## src/hw/rtl/dnsv_pkg.sv

```systemverilog
// Shared types, phase codes and constants for the DNS message validator.
package dnsv_pkg;

	localparam int DNSV_OFFSET_WIDTH = 16;

	localparam int HDR_SIZE  = 12;
	localparam logic [1:0] PTR_MARK = 2'b11;
	localparam logic [7:0] LABEL_MAX = 8'd63;
	localparam logic [8:0] NAME_MAX  = 9'd253;
	localparam logic [7:0] CHR_LOW   = 8'h20;
	localparam logic [7:0] CHR_HIGH  = 8'h7E;
	localparam logic [15:0] RR_FIXED = 16'd8;
	localparam logic [15:0] Q_FIXED  = 16'd4;

	localparam logic [3:0] PH_HEADER  = 4'd0;
	localparam logic [3:0] PH_Q_LEN   = 4'd1;
	localparam logic [3:0] PH_Q_CHR   = 4'd2;
	localparam logic [3:0] PH_Q_FIX   = 4'd3;
	localparam logic [3:0] PH_R_FIRST = 4'd4;
	localparam logic [3:0] PH_R_LEN   = 4'd5;
	localparam logic [3:0] PH_R_CHR   = 4'd6;
	localparam logic [3:0] PH_R_PTR   = 4'd7;
	localparam logic [3:0] PH_R_FIX   = 4'd8;
	localparam logic [3:0] PH_R_RDH   = 4'd9;
	localparam logic [3:0] PH_R_RDL   = 4'd10;
	localparam logic [3:0] PH_R_RDATA = 4'd11;
	localparam logic [3:0] PH_DONE    = 4'd12;

	typedef struct packed {
		logic [7:0] msg_byte;
		logic       last_byte;
	} in_t;

	typedef struct packed {
		logic        msg_ok;
		logic [15:0] questions_end;
		logic [15:0] answers_end;
		logic [15:0] authority_end;
		logic [15:0] additional_end;
	} out_t;

	typedef struct packed {
		logic push;
		out_t data;
	} res_push_t;

endpackage

```

## src/hw/rtl/dnsv_parser.sv

```systemverilog
// Byte-at-a-time DNS message walker that emits one verdict per message.
module dnsv_parser import dnsv_pkg::*; #(
	parameter int OFFSET_WIDTH = DNSV_OFFSET_WIDTH
) (
	input  logic      clk,
	input  logic      arst_n,
	input  logic      fire,
	input  in_t       msg,
	output res_push_t res
);

	localparam int OW = OFFSET_WIDTH;
	localparam logic [OW-1:0] OFF_MAX = {OW{1'b1}};

	logic [OW-1:0] off_q, n_off;
	logic [15:0]   counts_q [4];
	logic [15:0]   n_counts [4];
	logic [3:0]    phase_q, n_phase;
	logic [15:0]   rec_q, n_rec;
	logic [5:0]    lab_q, n_lab;
	logic [8:0]    nlen_q, n_nlen;
	logic          root_q, n_root;
	logic [15:0]   skip_q, n_skip;
	logic [OW-1:0] ends_q [4];
	logic [OW-1:0] n_ends [4];
	logic          failed_q, n_failed;
	logic [1:0]    sec_q, n_sec;

	logic [7:0]    b;
	logic [OW-1:0] end_off;
	logic          do_finish, do_open, found, ok;
	logic [2:0]    open_from;
	logic [OW-1:0] open_end;
	logic [3:0]    hdr_sub;
	logic [8:0]    nl;
	logic [5:0]    lab_dec;
	logic [15:0]   skip_dec, rec_dec, rdlen;
	out_t          res_d;

	always_comb begin
		b = msg.msg_byte;
		end_off = off_q + OW'(1);
		n_off = off_q;
		n_counts = counts_q;
		n_phase = phase_q;
		n_rec = rec_q;
		n_lab = lab_q;
		n_nlen = nlen_q;
		n_root = root_q;
		n_skip = skip_q;
		n_ends = ends_q;
		n_failed = failed_q;
		n_sec = sec_q;
		do_finish = 1'b0;
		do_open = 1'b0;
		found = 1'b0;
		open_from = 3'd0;
		open_end = end_off;
		hdr_sub = off_q[3:0] - 4'd4;
		nl = nlen_q + {1'b0, b} + 9'd1;
		lab_dec = lab_q - 6'd1;
		skip_dec = skip_q - 16'd1;
		rec_dec = rec_q - 16'd1;
		rdlen = {skip_q[15:8], b};

		if (!failed_q && phase_q != PH_DONE) begin
			if (off_q == OFF_MAX) begin
				n_failed = 1'b1;
			end else begin
				case (phase_q)
					PH_HEADER: begin
						if (off_q >= OW'(4) && off_q < OW'(HDR_SIZE)) begin
							if (!off_q[0]) begin
								n_counts[hdr_sub[2:1]][15:8] = b;
							end else begin
								n_counts[hdr_sub[2:1]][7:0] = b;
							end
						end
						if (off_q == OW'(HDR_SIZE - 1)) begin
							do_open = 1'b1;
						end
					end
					PH_Q_LEN: begin
						if (b == 8'd0) begin
							if (nlen_q == 9'd0 && root_q) begin
								n_failed = 1'b1;
							end else begin
								if (nlen_q == 9'd0) begin
									n_root = 1'b1;
								end
								n_skip = Q_FIXED;
								n_phase = PH_Q_FIX;
							end
						end else if (b > LABEL_MAX) begin
							n_failed = 1'b1;
						end else begin
							n_nlen = nl;
							if (nl > NAME_MAX) begin
								n_failed = 1'b1;
							end else begin
								n_lab = b[5:0];
								n_phase = PH_Q_CHR;
							end
						end
					end
					PH_Q_CHR, PH_R_CHR: begin
						if (!(b > CHR_LOW && b <= CHR_HIGH)) begin
							n_failed = 1'b1;
						end else begin
							n_lab = lab_dec;
							if (lab_dec == 6'd0) begin
								n_phase = (phase_q == PH_Q_CHR) ? PH_Q_LEN : PH_R_LEN;
							end
						end
					end
					PH_Q_FIX: begin
						n_skip = skip_dec;
						if (skip_dec == 16'd0) begin
							do_finish = 1'b1;
						end
					end
					PH_R_FIRST, PH_R_LEN: begin
						if (phase_q == PH_R_FIRST && b[7:6] == PTR_MARK) begin
							n_phase = PH_R_PTR;
						end else if (b == 8'd0) begin
							n_skip = RR_FIXED;
							n_phase = PH_R_FIX;
						end else if (b > LABEL_MAX) begin
							n_failed = 1'b1;
						end else begin
							n_lab = b[5:0];
							n_phase = PH_R_CHR;
						end
					end
					PH_R_PTR: begin
						n_skip = RR_FIXED;
						n_phase = PH_R_FIX;
					end
					PH_R_FIX: begin
						n_skip = skip_dec;
						if (skip_dec == 16'd0) begin
							n_phase = PH_R_RDH;
						end
					end
					PH_R_RDH: begin
						n_skip = {b, 8'd0};
						n_phase = PH_R_RDL;
					end
					PH_R_RDL: begin
						n_skip = rdlen;
						if (rdlen == 16'd0) begin
							do_finish = 1'b1;
						end else begin
							n_phase = PH_R_RDATA;
						end
					end
					PH_R_RDATA: begin
						n_skip = skip_dec;
						if (skip_dec == 16'd0) begin
							do_finish = 1'b1;
						end
					end
					default: begin
					end
				endcase
			end
		end

		if (do_finish) begin
			n_rec = rec_dec;
			if (rec_dec == 16'd0) begin
				n_ends[sec_q] = end_off;
				do_open = 1'b1;
				open_from = {1'b0, sec_q} + 3'd1;
			end else begin
				n_nlen = 9'd0;
				n_phase = (sec_q == 2'd0) ? PH_Q_LEN : PH_R_FIRST;
			end
		end

		if (do_open) begin
			for (int s = 0; s < 4; s++) begin
				if (3'(s) >= open_from && !found) begin
					if (n_counts[s] != 16'd0) begin
						found = 1'b1;
						n_sec = 2'(s);
						n_rec = n_counts[s];
						n_nlen = 9'd0;
						n_phase = (s == 0) ? PH_Q_LEN : PH_R_FIRST;
					end else begin
						n_ends[s] = open_end;
					end
				end
			end
			if (!found) begin
				n_sec = 2'd3;
				n_phase = PH_DONE;
			end
		end

		if (off_q != OFF_MAX) begin
			n_off = end_off;
		end

		ok = !n_failed && n_phase == PH_DONE;
		res_d.msg_ok = ok;
		res_d.questions_end  = ok ? 16'(n_ends[0]) : 16'd0;
		res_d.answers_end    = ok ? 16'(n_ends[1]) : 16'd0;
		res_d.authority_end  = ok ? 16'(n_ends[2]) : 16'd0;
		res_d.additional_end = ok ? 16'(n_ends[3]) : 16'd0;
		res.push = fire && msg.last_byte;
		res.data = res_d;
	end

	always_ff @(posedge clk or negedge arst_n) begin
		if (!arst_n) begin
			off_q <= '0;
			phase_q <= PH_HEADER;
			rec_q <= '0;
			lab_q <= '0;
			nlen_q <= '0;
			root_q <= 1'b0;
			skip_q <= '0;
			failed_q <= 1'b0;
			sec_q <= '0;
			for (int i = 0; i < 4; i++) begin
				counts_q[i] <= '0;
				ends_q[i] <= '0;
			end
		end else if (fire) begin
			if (msg.last_byte) begin
				off_q <= '0;
				phase_q <= PH_HEADER;
				rec_q <= '0;
				lab_q <= '0;
				nlen_q <= '0;
				root_q <= 1'b0;
				skip_q <= '0;
				failed_q <= 1'b0;
				sec_q <= '0;
				for (int i = 0; i < 4; i++) begin
					counts_q[i] <= '0;
					ends_q[i] <= '0;
				end
			end else begin
				off_q <= n_off;
				phase_q <= n_phase;
				rec_q <= n_rec;
				lab_q <= n_lab;
				nlen_q <= n_nlen;
				root_q <= n_root;
				skip_q <= n_skip;
				failed_q <= n_failed;
				sec_q <= n_sec;
				counts_q <= n_counts;
				ends_q <= n_ends;
			end
		end
	end

	// A failure freezes the phase, so a finished walk can never be marked failed.
	a_done_not_failed: assert property (@(posedge clk) disable iff (!arst_n)
		!(phase_q == PH_DONE && failed_q))
		else $error("parser reached the done phase with the failure flag set");

	a_label_pending: assert property (@(posedge clk) disable iff (!arst_n)
		(phase_q == PH_Q_CHR || phase_q == PH_R_CHR) |-> lab_q != 6'd0)
		else $error("label byte phase entered with no label bytes left");

	a_name_limit: assert property (@(posedge clk) disable iff (!arst_n)
		(nlen_q > NAME_MAX) |-> failed_q)
		else $error("question name exceeded its limit without a failure");

	a_rec_nonzero: assert property (@(posedge clk) disable iff (!arst_n)
		(phase_q != PH_HEADER && phase_q != PH_DONE && !failed_q) |-> rec_q != 16'd0)
		else $error("section walk active with no items left");

endmodule

```

## src/hw/rtl/dns_message_validator.sv

```systemverilog
// Top level of the DNS message validator: byte parser and a two-entry result buffer.
//
// The block takes a DNS message on the msg channel, one byte per transfer,
// header first, with last_byte set on the final byte. A transfer happens on a
// rising clock edge where msg_valid and msg_ready are both high.
// Each message yields exactly one result on the res channel: msg_ok and the
// byte offsets at which the question, answer, authority and additional
// sections end (all zero when msg_ok is low).
// Throughput is one byte per cycle while msg_ready is high; the parser updates its walk state from
// each byte in the cycle the byte is transferred.
// The result appears on res the cycle after the last byte of its message is
// transferred, if the buffer ahead of it is empty.
// Results wait in a two-entry buffer. While one result is stalled by a low
// res_ready, bytes keep flowing; msg_ready drops only when both entries are
// full, and rises again as soon as the receiver takes a result.
// Reset clears the walk state and empties the result buffer; the first byte
// after reset is taken as the first header byte of a message.
module dns_message_validator import dnsv_pkg::*; #(
	parameter int OFFSET_WIDTH = DNSV_OFFSET_WIDTH
) (
	input  logic clk,
	input  logic arst_n,
	input  logic msg_valid,
	output logic msg_ready,
	input  in_t  msg,
	output logic res_valid,
	input  logic res_ready,
	output out_t res
);

	res_push_t push;
	logic      fire, pop;
	logic      main_v_q, skid_v_q;
	out_t      main_q, skid_q;

	assign msg_ready = !skid_v_q;
	assign fire = msg_valid && msg_ready;
	assign pop = main_v_q && res_ready;
	assign res_valid = main_v_q;
	assign res = main_q;

	dnsv_parser #(
		.OFFSET_WIDTH(OFFSET_WIDTH)
	) u_parser (
		.clk(clk),
		.arst_n(arst_n),
		.fire(fire),
		.msg(msg),
		.res(push)
	);

	always_ff @(posedge clk or negedge arst_n) begin
		if (!arst_n) begin
			main_v_q <= 1'b0;
			skid_v_q <= 1'b0;
		end else if (pop) begin
			if (skid_v_q) begin
				skid_v_q <= 1'b0;
			end else begin
				main_v_q <= push.push;
			end
		end else if (push.push) begin
			if (!main_v_q) begin
				main_v_q <= 1'b1;
			end else begin
				skid_v_q <= 1'b1;
			end
		end
	end

	always_ff @(posedge clk) begin
		if (pop) begin
			if (skid_v_q) begin
				main_q <= skid_q;
			end else if (push.push) begin
				main_q <= push.data;
			end
		end else if (push.push) begin
			if (!main_v_q) begin
				main_q <= push.data;
			end else begin
				skid_q <= push.data;
			end
		end
	end

	a_skid_behind_main: assert property (@(posedge clk) disable iff (!arst_n)
		skid_v_q |-> main_v_q)
		else $error("skid entry holds a result while the output entry is empty");

	a_skid_drains: assert property (@(posedge clk) disable iff (!arst_n)
		(pop && skid_v_q) |=> (main_v_q && !skid_v_q))
		else $error("skid entry did not move into the output entry");

	a_push_lands: assert property (@(posedge clk) disable iff (!arst_n)
		(push.push && !main_v_q) |=> (main_v_q && !skid_v_q))
		else $error("result into an empty buffer did not reach the output entry");

endmodule

```

## config.mk

```make
export PLATFORM = sky130hd
export DESIGN_NAME = dns_message_validator
export DESIGN_NICKNAME = d
export VERILOG_FILES = /design/src/hw/rtl/dnsv_pkg.sv /design/src/hw/rtl/dnsv_parser.sv /design/src/hw/rtl/dns_message_validator.sv
export SDC_FILE = /design/constraint.sdc
export NUM_CORES = 1
export LEC_CHECK = 0
export BUFFER_PORTS_ARGS = -buffer_cell sky130_fd_sc_hd__buf_2
export CORE_MARGIN = 4
export CORE_UTILIZATION = 35
export CTS_BUF_LIST = sky130_fd_sc_hd__clkbuf_8
export DETAILED_ROUTE_END_ITERATION = 6
export PLACE_DENSITY = 0.49
export SKIP_CTS_REPAIR_TIMING = 1
export SYNTH_ARGS = -nofsm -noshare
export SYNTH_HDL_FRONTEND = slang
export SYNTH_SLANG_ARGS = --single-unit
```

## constraint.sdc

```tcl
create_clock -name clk -period 10 [get_ports clk]
set_clock_uncertainty 0.05 [all_clocks]
set_input_delay 1.5 -clock clk [delete_from_list [all_inputs] [get_ports clk]]
set_output_delay 1.5 -clock clk [all_outputs]
set_load 0.02 [all_outputs]
```

==> results.cfg, run 1 <==
[outcome]
status = complete, no violations

[critical_path]
cp-end-kind = flip-flop
startpoint_type = input port
cp.arrival_ns = 6.79
worst_ep_required_time_ns = 10.43
path_buf_inv = 3
critPathMaxFanout = 78
slowest_delay_ns = 0.84
timing.rr.start = u_parser.off_q[1]
crit_family = simple AND/OR/NAND/NOR gates
cp-startpoint = msg[3]
cp_slowest_cell = a21o_1
crit_chain = buf_2 > nor4_1 > nand2_1 > nor3_2 > nand4_2 > o31ai_2 > buf_4 > a21o_1 > nand2_1 > or3_1 > a21o_4 > buf_4 > o31ai_2
path_class = input port to flip-flop

[routing]
drc = 0
first_pass_iters = 6
antenna_left = 0
vias = 15300
drtIter0Drc = 1295
routed_wl_um = 60010
vias_per_cell = 5.716
wire_per_inst_um = 22.42

[sta]
maxSlewHeadroom_pct = 19.54
final-max-slew-violation-count = 0
post-route-period-util_pct = 63.62
final_hold_viol_count = 0
tns_ns = 0
final-setup-viol-count = 0
grt_setup_unrepaired = false
worstMarginPinSlew_ns = 1.199
period_needed_ns = 6.362
fmax_mhz = 157.2
hold-worst-slack_ns = 0.4291

[global_routing]
use_met3_pct = 3.745
groute.usage.overall_pct = 20.62
top_usage_layer = met2
use_met1_pct = 27.94
grt_util_met2_pct = 33.03
grt_pass1_vias = 14660
grt_max_degree = 81
gr-total-overflow = 0
grt_pass1_wl_um = 92100
antenna_found_initial = 0

[layout]
antenna_cells = 0
layout.nets = 1974
synthToLayoutAreaGrowth_pct = 12.19
drive_gt1_share_pct = 14.53

[synth]
yosysMostFrequentCell = nand2_1
synthArstFlopShare_pct = 60.73
synth_nets = 1935
netlist_area_um2 = 18500
synth_enable_flop_cells = 130
ys_ff_latch = 331
yosys.area.top_type = dfrtp_1
synth_warnings = 0
synth.distinct_cells = 85
synthCells = 1901
synth.avg_cell_area_um2 = 9.734
ys.flop_type = dfrtp_1
yosysTopAreaCellShare_pct = 27.18
ys_top_cells_by_area = dfrtp_1 27%, edfxtp_1 21%, nand2_1 5.5%, mux2i_1 5.2%, o21ai_0 4.2%
synth_seq_area_share_pct = 48.28
synth_common_cells = 272 x nand2_1, 201 x dfrtp_1, 162 x nor2_1

[clock_tree]
tritoncts = done
insertion_delay_ns = 0.67
cts_root_buf = clkbuf_8
path_clk_slew_ns = 0.06
cts.path.max_buffers = 3
cts_buffers = 59
h-tree-depth = 2
clock_sinks = 331

[floorplanning]
start_util_pct = 35.28
die_area_um2 = 56610
die_height_um = 237.9
fp-row-count = 84
coreArea_um2 = 52450
die_w_um = 237.9
ioPinCount = 80

[worst_hold_path]
hp-start = u_parser.ends_q[17]
hp-class = flip-flop to flip-flop

[placement]
portBuffers = 79
dp.final_hpwl_um = 41960
gp_congestion = 0.9666

[run]
cap_violations = 0

[power]
total_leakage_power_nw = 8.234
peakVddDrop_uv = 103.2
power_per_cell_area_nw_per_um2 = 178.8
-- kinds of logic after synthesis --
family / count (synthesis) / synth area share (%)
AO/OA/AOI/OAI: 530 / 19.89
XOR/XNOR: 60 / 2.840
adder cells (fa/ha/maj): 21 / 1.461
buffers and inverters: 164 / 3.705
flip-flops: 331 / 48.28
multiplexers: 121 / 6.708
AND/OR/NAND/NOR: 674 / 17.11
-- final cells by class --
class | instances | area, µm²
Inverter | 32 | 120.1
Clock buffer | 73 | 1005
Fill cell | 5234 | 31690
Timing Repair Buffer | 110 | 636.9
Sequential cell | 331 | 8934
Tap cell | 688 | 860.8
Clock inverter | 37 | 261.5
Multi-Input combinational cell | 1406 | 8942
-- power breakdown --
part	internal, mW	switching (mW)
logic	0.194	0.570
clock network	0.740	0.605
registers	1.54	0.0642
-- per-layer routing --
metal	up-vias	wire, µm
met2	559	27980
li1	7116	-
met3	120	3624
met5	-	0
met1	7506	26230
met4	0	2176
-- through the flow --
stage	setup WS [ns]	utilization, %	area [µm²]	power (mW)	cells
after detailed placement	3.020	37.17	19490	2.393	2567
after CTS	3.735	39.58	20760	3.765	2677
after global routing	3.267	39.58	20760	3.885	2677
final	3.638	39.58	20760	3.712	2677
after floorplan	2.401	-	18500	2.108	1901
after global placement	3.060	37.17	19490	2.389	2567
-- flip-flops by register name, indices dropped and copies added (netlist names) --
name / cells
res: 65
u_parser.root_q: 1
skid_v_q: 1
u_parser.sec_q: 2
skid_q: 65
u_parser.nlen_q: 9
u_parser.rec_q: 16
u_parser.lab_q: 6
u_parser.ends_q: 64
u_parser.counts_q: 64
res_valid: 1
u_parser.skip_q: 16
u_parser.failed_q: 1
u_parser.phase_q: 4
u_parser.off_q: 16
-- cells in the final DEF, fill, tap and decap left out, types with 38 or more instances in the layout --
master    count
mux2i_1      97
inv_1        44
clkbuf_8     74
buf_2        78
o21ai_0     154
dfrtp_1     201
nor3_1       40
nand2_1     272
nor2_1      161
nor4_1       38
o31ai_1      55
a21oi_1      80
edfxtp_1    130
-- path summary, 6_finish.rpt --
path | end | slack (ns) | cells after the start
setup / recovery | res[39] | 3.64 | 13
hold / removal | u_parser.ends_q[17] | 0.43 | 2
setup reg to reg | res[35] | 3.69 | 12
hold reg to reg | u_parser.ends_q[17] | 0.43 | 2
max in group asynchronous | u_parser.ends_q[5] | 7.61 | 2
min in group asynchronous | u_parser.counts_q[27] | 0.77 | 1
-- tightest hold or removal path: stages, from the launching register on --
cell,delay [ns]
dfrtp_1,0.34
nand2_1,0.05
o31ai_1,0.05
Power figures use the tool's default switching activity.
==> run 2: changes to the inputs <==
==> constraint.sdc (replaced) <==
create_clock -name clk -period 6.1 [get_ports clk]
set_clock_uncertainty 0.05 [all_clocks]
set_input_delay 0.915 -clock clk [delete_from_list [all_inputs] [get_ports clk]]
set_output_delay 0.915 -clock clk [all_outputs]
set_load 0.02 [all_outputs]
==> results.cfg, run 2 (same netlist as run 1, synthesis figures left out) <==
[layout]
layout_common_cells = 272 x nand2_1, 201 x dfrtp_1, 161 x nor2_1
num-fill-cells = 5223
seq_area_um2 = 8934
drive_gt1_share_pct = 15.88
antenna_cells = 0
multiInputGateArea_um2 = 8955
synthToLayoutAreaGrowth_pct = 13.58
final_area_um2 = 21020
layout.nets = 2002
final_common_cell = nand2_1

[critical_path]
crit_family = simple AND/OR/NAND/NOR gates
path_class = flip-flop to flip-flop
startpoint_type = flip-flop
path_common_cell = nor4_1
cp_slowest_cell = nor4_1
crit_chain = nor4_1 > nand2_1 > nor4_1 > nor2_1 > a21o_1 > a31oi_1 > nand3_1 > o21ai_0 > o221ai_1 > a22o_1
path_buf_inv = 0
worst_ep_required_time_ns = 6.62
slowest_delay_ns = 1.00
cp.arrival_ns = 5.52
cp-end-kind = flip-flop
critPathMaxFanout = 12

[clock_tree]
insertion_delay_ns = 0.69
cts_root_buf = clkbuf_8
cts.path.max_buffers = 3
path_clk_slew_ns = 0.07
h-tree-depth = 2
tritoncts = done
clock_sinks = 331
cts_buffers = 61

[global_routing]
antenna_found_initial = 0
grt_pass1_wl_um = 91970
grt_pass1_vias = 15010
grt_max_degree = 131
groute.usage.overall_pct = 20.66
gr-total-overflow = 0

[power]
clock_power_share_pct = 36.2
power_frac_comb_pct = 20.9
power_per_cell_area_nw_per_um2 = 290.4
peakVddDrop_uv = 184.9
switchingPower_mw = 2.051
seqPwrFrac_pct = 42.9
p_int_mw = 4.052
total_leakage_power_nw = 8.382
swShare_pct = 33.60

[routing]
drc = 0
antenna_left = 0
vias_per_cell = 5.696
wire_per_inst_um = 22.14
vias = 15400
first_pass_iters = 5
routed_wl_um = 59850
drtIter0Drc = 1456

[sta]
final-max-slew-violation-count = 0
final_hold_viol_count = 0
tns_ns = 0
worstMarginPinSlew_ns = 1.237
grt_setup_unrepaired = false
maxSlewHeadroom_pct = 16.67
post-route-period-util_pct = 82.10
final-setup-viol-count = 0
period_needed_ns = 5.008
fmax_mhz = 199.7

[floorplanning]
start_util_pct = 35.28
die_w_um = 237.9
die_height_um = 237.9
fp-row-count = 84
die_area_um2 = 56610
ioPinCount = 80
coreArea_um2 = 52450

[placement]
portBuffers = 79
gp_congestion = 0.9005
dp.final_hpwl_um = 41240
place_area_um2 = 19750

[outcome]
status = complete, no violations

[worst_hold_path]
hp-class = input port to asynchronous set/reset pin

[run]
cap_violations = 0
run 2: per-stage QoR:
step           worst slack (ns)  hold WS (ns)  power (mW)  util [%]  instances
2_1_floorplan            0.7090        0.3983       3.454         -       1901
3_3_place_gp             0.6658        0.4109       3.931     37.66       2593
3_5_place_dp             0.5603        0.4178       3.938     37.66       2593
4_1_cts                   1.170        0.2115       6.175     40.07       2703
5_1_grt                  0.9363        0.2546       6.391     40.07       2703
6_report                  1.092        0.2040       6.103     40.07       2703
run 2: final timing paths:
| check | startpoint | end | slack (ns) | depth (start not counted) |
|---|---|---|---|---|
| max | u_parser.off_q[10] | u_parser.rec_q[8] | 1.09 | 10 |
| min | arst_n | u_parser.counts_q[29] | 0.20 | 1 |
| max reg2reg | u_parser.off_q[10] | u_parser.rec_q[8] | 1.09 | 10 |
| min reg2reg | u_parser.ends_q[52] | u_parser.ends_q[52] | 0.43 | 2 |
| max in group asynchronous | arst_n | u_parser.phase_q[0] | 4.62 | 2 |
| min in group clk | u_parser.ends_q[52] | u_parser.ends_q[52] | 0.43 | 2 |
run 2: routing by layer:
metal / up-vias / global-route usage, % / routed length (µm)
li1: 7188 / - / -
met1: 7505 / 27.65 / 26210
met2: 570 / 33.68 / 27770
met3: 132 / 3.803 / 3835
met4: 0 / 7.484 / 2039
met5: - / 0 / 0
run 2: area by class of cell:
class / count / area share [%]
well taps: 688 / 4.096
flip-flops and latches: 331 / 42.51
repair buffers: 136 / 4.197
clock inverters: 32 / 0.9109
multi-input cells: 1406 / 42.61
clock buffers: 78 / 5.108
inverters: 32 / 0.5715
run 2: power groups by stage:
stage	registers (mW)	logic [mW]	clock network [mW]
2_1_floorplan	2.78	0.674	0
3_3_place_gp	2.66	1.27	0
3_5_place_dp	2.67	1.27	0
4_1_cts	2.62	1.28	2.27
5_1_grt	2.64	1.38	2.38
6_report	2.62	1.28	2.21
==> run 3: changes to the inputs <==
--- a/config.mk
+++ b/config.mk
@@ -10,7 +10,7 @@
 export CORE_UTILIZATION = 35
 export CTS_BUF_LIST = sky130_fd_sc_hd__clkbuf_8
 export DETAILED_ROUTE_END_ITERATION = 6
-export PLACE_DENSITY = 0.49
+export PLACE_DENSITY = 0.51
 export SKIP_CTS_REPAIR_TIMING = 1
 export SYNTH_ARGS = -nofsm -noshare
 export SYNTH_HDL_FRONTEND = slang
==> constraint.sdc (replaced) <==
create_clock -name clk -period 4.3 [get_ports clk]
set_clock_uncertainty 0.05 [all_clocks]
set_input_delay 0.645 -clock clk [delete_from_list [all_inputs] [get_ports clk]]
set_output_delay 0.645 -clock clk [all_outputs]
set_load 0.02 [all_outputs]
==> results.cfg, run 3 (same netlist as run 1, synthesis figures left out) <==
[sta]
final-max-slew-violation-count = 0
period_needed_ns = 4.160
tns_ns = 0
fmax_mhz = 240.4
final_hold_viol_count = 0
worstMarginPinSlew_ns = 1.273
final-setup-viol-count = 0
post-route-period-util_pct = 96.75
finalWorstSetupSlack_ns = 0.1399
maxSlewHeadroom_pct = 14.57

[critical_path]
path_buf_inv = 1
crit_cells = 11
rrSetupSlack_ns = 0.14
r2r_cells = 11
crit_family = simple AND/OR/NAND/NOR gates
cp-startpoint = u_parser.skip_q[3]
path_class = flip-flop to flip-flop
cp-end-kind = flip-flop
startpoint_type = flip-flop
crit_chain = or4_4 > nor4_2 > xor2_1 > or4_4 > o31a_1 > o31ai_4 > nor2_1 > or3_1 > a21o_4 > buf_12 > o31ai_2
cp.arrival_ns = 4.60
slowest_delay_ns = 0.58
cp_slowest_cell = or4_4
path_common_cell = or4_4
critPathMaxFanout = 31
timing.rr.start = u_parser.skip_q[3]
worst_ep_required_time_ns = 4.74

[routing]
routed_wl_um = 60420
vias_per_cell = 5.659
wire_per_inst_um = 21.58
vias = 15840
drtIter0Drc = 1501
first_pass_iters = 7
antenna_left = 0
drc = 0

[global_routing]
gr-total-overflow = 0
grt_max_degree = 101
grt_pass1_vias = 15520
antenna_found_initial = 0
groute.usage.overall_pct = 20.88
grt_pass1_wl_um = 93620

[clock_tree]
h-tree-depth = 2
tritoncts = done
path_clk_slew_ns = 0.06
cts_buffers = 59
cts_root_buf = clkbuf_8
clock_sinks = 331
insertion_delay_ns = 0.68
cts.path.max_buffers = 3

[layout]
drive_gt1_share_pct = 19.65
multiInputGateArea_um2 = 9050
antenna_cells = 0
layout.nets = 2101
layout_common_cells = 270 x nand2_1, 201 x dfrtp_1, 161 x nor2_1
final_common_cell = nand2_1
synthToLayoutAreaGrowth_pct = 18.03
seq_area_um2 = 8934
num-fill-cells = 5190

[outcome]
status = complete, no violations

[power]
peakVddDrop_uv = 231.7
power_per_cell_area_nw_per_um2 = 387.7
total_leakage_power_nw = 8.885

[placement]
gp_congestion = 0.9332
dpl_worst_slack_ns = -0.2109
dp.final_hpwl_um = 43290
portBuffers = 79

[floorplanning]
start_util_pct = 35.28
coreArea_um2 = 52450
die_w_um = 237.9
die_area_um2 = 56610
ioPinCount = 80
fp-row-count = 84
die_height_um = 237.9

[worst_hold_path]
hp-class = input port to asynchronous set/reset pin

[run]
cap_violations = 0
-- run 3: cell count changes in the layout (fill, tap and decap cells not counted), sizes merged --
cell    delta
clkbuf     -8
clkinv    -11
bufinv     -1
inv       +16
buf      +101
-- run 3: per-stage QoR --
step	hold WS [ns]	area, µm²	total power, mW	std cells	utilization [%]
after floorplan	0.2994	18530	4.892	1901	-
after global placement	0.4120	20630	5.671	2694	39.33
after detailed placement	0.4193	20630	5.680	2694	39.33
after CTS	0.04996	21750	8.560	2800	41.48
after global routing	0.04839	21840	8.888	2800	41.65
final	0.03571	21840	8.467	2800	41.65
-- run 3: worst register-to-register path: stages (launching register included) --
cell     delay, ns
dfrtp_1       0.39
or4_4         0.58
nor4_2        0.21
xor2_1        0.14
or4_4         0.56
o31a_1        0.45
o31ai_4       0.29
nor2_1        0.08
or3_1         0.43
a21o_4        0.32
buf_12        0.22
o31ai_2       0.27
-- run 3: metal layers --
metal | vias to the layer above | wire length, µm | global-route usage [%]
li1 | 7356 | - | -
met1 | 7817 | 26260 | 27.82
met2 | 537 | 28760 | 34.83
met3 | 134 | 3553 | 3.964
met4 | 0 | 1836 | 6.122
met5 | - | 0 | 0
-- run 3: where the power goes --
| part | internal [mW] | switching (mW) | total (mW) |
|---|---|---|---|
| sequential | 3.57 | 0.134 | 3.71 |
| clock | 1.47 | 1.36 | 2.83 |
| combinational | 0.576 | 1.35 | 1.93 |
-- run 3: cell type report --
type,instances,area share [%]
flip-flops and latches,331,40.90
multi-input cells,1406,41.44
clock buffers,70,4.411
clock inverters,36,0.7333
inverters,32,0.5500
well taps,688,3.941
repair buffers,237,8.026
-- run 3: final timing paths --
| kind | to |
|---|---|
| min in group clk | skid_v_q |
| worst min-delay path | u_parser.counts_q[8] |
| worst min register to register | u_parser.ends_q[45] |
| worst max register to register | res[63] |
| max in group asynchronous | u_parser.ends_q[28] |
| worst max-delay path | res[63] |
